$ cat config.mk
export PLATFORM = sky130hd
export DESIGN_NAME = lzsswd_ctrl
export DESIGN_NICKNAME = d
export VERILOG_FILES = /design/src/lzsswd_pkg.sv /design/src/lzsswd_ctrl.sv
export SDC_FILE = /design/constraint.sdc
export NUM_CORES = 1
export LEC_CHECK = 0
export ABC_AREA = 1
export BUFFER_PORTS_ARGS = -buffer_cell sky130_fd_sc_hd__buf_2
export CORE_AREA = 2 2 39 41
export DETAILED_ROUTE_END_ITERATION = 10
export DIE_AREA = 0 0 41 43
export HOLD_SLACK_MARGIN = 0.02
export PLACE_DENSITY = 0.74
export RECOVER_POWER = 100
export SLEW_MARGIN = 20
export SYNTH_ARGS = -nofsm -noshare
export SYNTH_HDL_FRONTEND = slang
export SYNTH_SLANG_ARGS = --single-unit
$ cat constraint.sdc
create_clock -name aclk -period 2.15 [get_ports aclk]
set_input_delay 0.645 -clock aclk [delete_from_list [all_inputs] [get_ports aclk]]
set_output_delay 0.645 -clock aclk [all_outputs]
set_load 0.05 [all_outputs]
$ cat src/lzsswd_pkg.sv
// Shared types, codes and constants of the LZSS window decompressor.
package lzsswd_pkg;

    localparam int DEFAULT_WINDOW_DEPTH = 4096;
    localparam int COUNT_W = 25;
    localparam int CONSUMED_W = 32;
    localparam int TOKEN_INDEX_W = 12;
    localparam int COPY_LEN_W = 5;

    localparam logic [COUNT_W-1:0] LIMIT_RESET = 25'h1000000;
    localparam logic [COPY_LEN_W-1:0] COPY_LEN_BIAS = 5'd2;

    localparam logic [1:0] KIND_DATA  = 2'd0;
    localparam logic [1:0] KIND_END   = 2'd1;
    localparam logic [1:0] KIND_TRUNC = 2'd2;
    localparam logic [1:0] KIND_LIMIT = 2'd3;

    localparam logic [1:0] PH_HEADER  = 2'd0;
    localparam logic [1:0] PH_ITEM    = 2'd1;
    localparam logic [1:0] PH_CONTROL = 2'd2;

    typedef struct packed {
        logic [7:0] data_byte;
        logic       is_final;
    } in_item_t;

    typedef struct packed {
        logic [7:0]            out_byte;
        logic [1:0]            kind;
        logic                  run_last;
        logic [COUNT_W-1:0]    total_out;
        logic [CONSUMED_W-1:0] bytes_consumed;
    } out_item_t;

    typedef struct packed {
        logic       accept;
        logic       hdr_load;
        logic       idx_load;
        logic       copy_load;
        logic       win_read;
        logic       emit_data;
        logic       data_from_win;
        logic       data_last;
        logic       copy_step;
        logic       flag_next;
        logic       stat_set;
        logic [1:0] stat_kind;
        logic       stat_adj;
        logic       emit_stat;
    } dp_cmd_t;

    typedef struct packed {
        logic [1:0] phase;
        logic       flag0;
        logic       fin;
        logic       src_zero;
        logic       copy_over;
        logic       lit_over;
        logic       copy_last;
        logic       out_free;
    } dp_status_t;

endpackage

$ cat src/lzsswd_ctrl.sv
// Controller state machine of the LZSS window decompressor.
module lzsswd_ctrl import lzsswd_pkg::*; (
    input  logic       aclk,
    input  logic       aresetn,
    input  logic       s_valid,
    output logic       s_ready,
    input  dp_status_t dp_st,
    output dp_cmd_t    dp_cmd
);

    localparam logic [2:0] ST_IDLE    = 3'd0;
    localparam logic [2:0] ST_DECODE  = 3'd1;
    localparam logic [2:0] ST_LIT     = 3'd2;
    localparam logic [2:0] ST_COPY_RD = 3'd3;
    localparam logic [2:0] ST_COPY_WR = 3'd4;
    localparam logic [2:0] ST_STATUS  = 3'd5;

    logic [2:0] state_reg;
    logic [2:0] state_next;

    assign s_ready = (state_reg == ST_IDLE);

    always_comb begin
        dp_cmd = '0;
        state_next = state_reg;
        case (state_reg)
            ST_IDLE: begin
                if (s_valid) begin
                    dp_cmd.accept = 1'b1;
                    state_next = ST_DECODE;
                end
            end
            ST_DECODE: begin
                case (dp_st.phase)
                    PH_HEADER: begin
                        dp_cmd.hdr_load = 1'b1;
                        if (dp_st.fin) begin
                            dp_cmd.stat_set = 1'b1;
                            dp_cmd.stat_kind = KIND_TRUNC;
                            state_next = ST_STATUS;
                        end else begin
                            state_next = ST_IDLE;
                        end
                    end
                    PH_ITEM: begin
                        if (dp_st.flag0) begin
                            state_next = ST_LIT;
                        end else begin
                            dp_cmd.idx_load = 1'b1;
                            if (dp_st.fin) begin
                                dp_cmd.stat_set = 1'b1;
                                dp_cmd.stat_kind = KIND_TRUNC;
                                dp_cmd.stat_adj = 1'b1;
                                state_next = ST_STATUS;
                            end else begin
                                state_next = ST_IDLE;
                            end
                        end
                    end
                    PH_CONTROL: begin
                        if (dp_st.src_zero) begin
                            dp_cmd.stat_set = 1'b1;
                            dp_cmd.stat_kind = KIND_END;
                            state_next = ST_STATUS;
                        end else if (dp_st.copy_over) begin
                            dp_cmd.stat_set = 1'b1;
                            dp_cmd.stat_kind = KIND_LIMIT;
                            state_next = ST_STATUS;
                        end else begin
                            dp_cmd.copy_load = 1'b1;
                            state_next = ST_COPY_RD;
                        end
                    end
                    default: begin
                        state_next = ST_IDLE;
                    end
                endcase
            end
            ST_LIT: begin
                if (dp_st.out_free) begin
                    dp_cmd.emit_data = 1'b1;
                    if (dp_st.lit_over) begin
                        dp_cmd.stat_set = 1'b1;
                        dp_cmd.stat_kind = KIND_LIMIT;
                        state_next = ST_STATUS;
                    end else begin
                        dp_cmd.flag_next = 1'b1;
                        if (dp_st.fin) begin
                            dp_cmd.stat_set = 1'b1;
                            dp_cmd.stat_kind = KIND_TRUNC;
                            state_next = ST_STATUS;
                        end else begin
                            dp_cmd.data_last = 1'b1;
                            state_next = ST_IDLE;
                        end
                    end
                end
            end
            ST_COPY_RD: begin
                dp_cmd.win_read = 1'b1;
                state_next = ST_COPY_WR;
            end
            ST_COPY_WR: begin
                if (dp_st.out_free) begin
                    dp_cmd.emit_data = 1'b1;
                    dp_cmd.data_from_win = 1'b1;
                    dp_cmd.copy_step = 1'b1;
                    if (dp_st.copy_last) begin
                        dp_cmd.flag_next = 1'b1;
                        if (dp_st.fin) begin
                            dp_cmd.stat_set = 1'b1;
                            dp_cmd.stat_kind = KIND_TRUNC;
                            state_next = ST_STATUS;
                        end else begin
                            dp_cmd.data_last = 1'b1;
                            state_next = ST_IDLE;
                        end
                    end else begin
                        state_next = ST_COPY_RD;
                    end
                end
            end
            ST_STATUS: begin
                if (dp_st.out_free) begin
                    dp_cmd.emit_stat = 1'b1;
                    state_next = ST_IDLE;
                end
            end
            default: begin
                state_next = ST_IDLE;
            end
        endcase
    end

    always_ff @(posedge aclk) begin
        if (!aresetn) begin
            state_reg <= ST_IDLE;
        end else begin
            state_reg <= state_next;
        end
    end

endmodule

==> out/metrics.cfg <==
[status]
outcome = complete, no violations

[logic_synthesis]
synth-seq-cells = 3
synth_top_family_by_area = simple AND/OR/NAND/NOR gates
synthAdderAreaFrac_pct = 0
synth.distinct_cells = 20
synth-compound-area-share_pct = 13.8
yosys.area_share.xor_xnor_pct = 0
synth.area.mux_share_pct = 0
syn-instance-count = 92
avgSynthCellArea_um2 = 5.11
synth_area_um2 = 470
syn_nets = 104
ys_seq_area_share_pct = 12.8
ys_warn_count = 0
synth-simple-area-share_pct = 54.3

[clocking]
htreeDepth = 1
cts.clk_slew.worst_paths_ns = 0.04
cts_root_buf = clkbuf_4
clkLatencyLatePin_ns = 0.23
clock_sinks = 3
numCtsBuffers = 3
cts_hold_buf = 0
clock_path_buffers = 2
cts_tree = built

[placed_design]
portBuffers = 27
dp.final_hpwl_mm = 1.11
place_congestion = 0.946

[power_and_ir_drop]
finalPower_mw = 0.409
swShare_pct = 50.6
powerDensity_nw_per_um2 = 514
ir_drop_mv = 0.337
leakage_nw = 0.444
switchingPower_mw = 0.207
comb_power_share_pct = 57.8
clockPowerShare_pct = 24.0
p_int_mw = 0.202
seq_power_share_pct = 18.3

[floorplan]
start_util_pct = 34.0
ios = 28
die_area_um2 = 1760
die_height_um = 43
coreArea_um2 = 1380
die_w_um = 41
core.rowCount = 14

[timing]
period_minus_slack_ns = 2.11
worst_pin_slew_ns = 0.281
fmax_ghz = 0.474
period_share_pct = 98.2
clock_skew_ns = 0.000694
hold_viol = 0
slew_headroom_pct = 81.3
setup_viol = 0
drv_slew = 0

[flow_run]
maxCapViolCount = 0

[routing]
drt_iter0_markers = 9
via_per_inst = 4.90
remaining_drc_errors = 0
num_vias = 701
wl_mm = 1.42
postRouteAntennaNets = 0
drtPass1Iterations = 4
wl_per_cell_um = 9.94

[global_routing]
globalRoute.totalOverflow = 0
grt_use_total_pct = 16.3
grt_max_degree = 7
grt_pass1_wl_mm = 2.01
grt_pass1_vias = 555
antenna_found_initial = 0

[critical_path]
rrSetupSlack_ns = 0.87
path_class = in -> out
cp-startpoint = dp_st[8]
worstPathRequired_ns = 1.50
endpoint_kind = output port
cp_data_arrival_time_ns = 1.47
rr_startpoint = state_reg[0]
crit_end = dp_cmd[1]
reg2reg_depth = 6
worstSetupStartpointType = primary input
rr_endpoint = state_reg[0]
crit_fanout = 5

[hold_path]
whs_path_depth = 3
hold_path_class = reg -> reg

[final_layout]
largest_reg_flops = 3
fillCellCount = 141
drive_gt1_share_pct = 48.8
syn_to_final_growth_pct = 69.1
num-nets-final = 140
fin_util_pct = 57.5
antenna_cells = 0

## power groups by stage
stage / logic (mW) / clock network (mW) / registers (mW)
floorplan: 0.167 / 0 / 0.0685
global placement: 0.216 / 0 / 0.0710
detailed placement: 0.218 / 0 / 0.0716
CTS: 0.220 / 0.103 / 0.0705
global route: 0.258 / 0.106 / 0.0758
finish: 0.236 / 0.0980 / 0.0748
## Yosys cell counts, drive strengths merged
| cell type | number | area share [%] |
|---|---|---|
| o22ai | 2 | 4.0 |
| inv | 19 | 15 |
| a21oi | 3 | 3.2 |
| buf | 2 | 4.0 |
| o21ai | 3 | 3.2 |
| o31a | 1 | 1.9 |
| dfxtp | 3 | 13 |
| nand2 | 31 | 25 |
| nor2 | 14 | 13 |
| nand3 | 6 | 6.4 |
| o211ai | 1 | 1.6 |
| nor3 | 6 | 8.5 |
| nor4 | 1 | 1.3 |
## cells by family after synthesis
| family | after synthesis |
|---|---|
| and+or+nand+nor | 58 |
| AOI/OAI and AO/OA | 10 |
| buffers and inverters | 21 |
| DFF | 3 |
## cells in the final DEF (no fill, tap or decap), drive strengths merged
| cell | count |
|---|---|
| nor2 | 14 |
| a21oi | 3 |
| nand3 | 6 |
| nand2 | 31 |
| o211ai | 1 |
| o22ai | 2 |
| dfxtp | 3 |
| clkbuf | 13 |
| nor4 | 1 |
| inv | 19 |
| buf | 24 |
| o21ai | 3 |
| o31a | 1 |
| nor3 | 6 |
## layer usage
metal | track usage, % | share of wire [%] | vias to the layer above
li1 | - | - | 357
met1 | 18.5 | 39 | 313
met2 | 28.1 | 53 | 27
met3 | 1.57 | 6.3 | 4
met4 | 8.00 | 1.8 | 0
met5 | 0 | 0 | -
## worst max-delay path, cell delays in order
cell,delay [ns]
buf_4,0.13
inv_1,0.10
nand2_1,0.12
nor4_2,0.23
buf_4,0.24
## final cells by class
type,count,area (µm²),area share [%]
tap,16,20.0,2.52
clock buffer,4,26.3,3.30
multi-input combinational,68,393,49.4
sequential,3,63.8,8.02
timing repair buffer,33,216,27.2
inverter,19,76.3,9.59
## timing repair
action	CTS	global route
pin swaps	0	3
setup endpoints to repair	4	9
resized for setup	4	24
buffers inserted	0	1
## metrics by stage
step | instance area (µm²) | instances | worst slack, ns | hold slack (ns) | setup TNS, ns
floorplan | 517 | 92 | -0.285 | 0.596 | -0.518
global placement | 691 | 138 | -0.0175 | 0.660 | -0.0175
detailed placement | 691 | 138 | -0.0156 | 0.669 | -0.0156
CTS | 727 | 142 | 0.000732 | 0.671 | 0
global route | 796 | 143 | -0.0354 | 0.686 | -0.0751
finish | 796 | 143 | 0.0391 | 0.636 | 0
## worst min path at each step
stage	from	endpoint	slack (ns)
2_1_floorplan	state_reg[1]	state_reg[0]	0.60
3_3_place_gp	state_reg[1]	state_reg[0]	0.66
3_5_place_dp	state_reg[1]	state_reg[0]	0.67
4_1_cts	aresetn	state_reg[2]	0.67
5_1_grt	state_reg[0]	state_reg[1]	0.69
6_report	state_reg[0]	state_reg[1]	0.64
No activity file was read; power rests on OpenSTA's default activity.
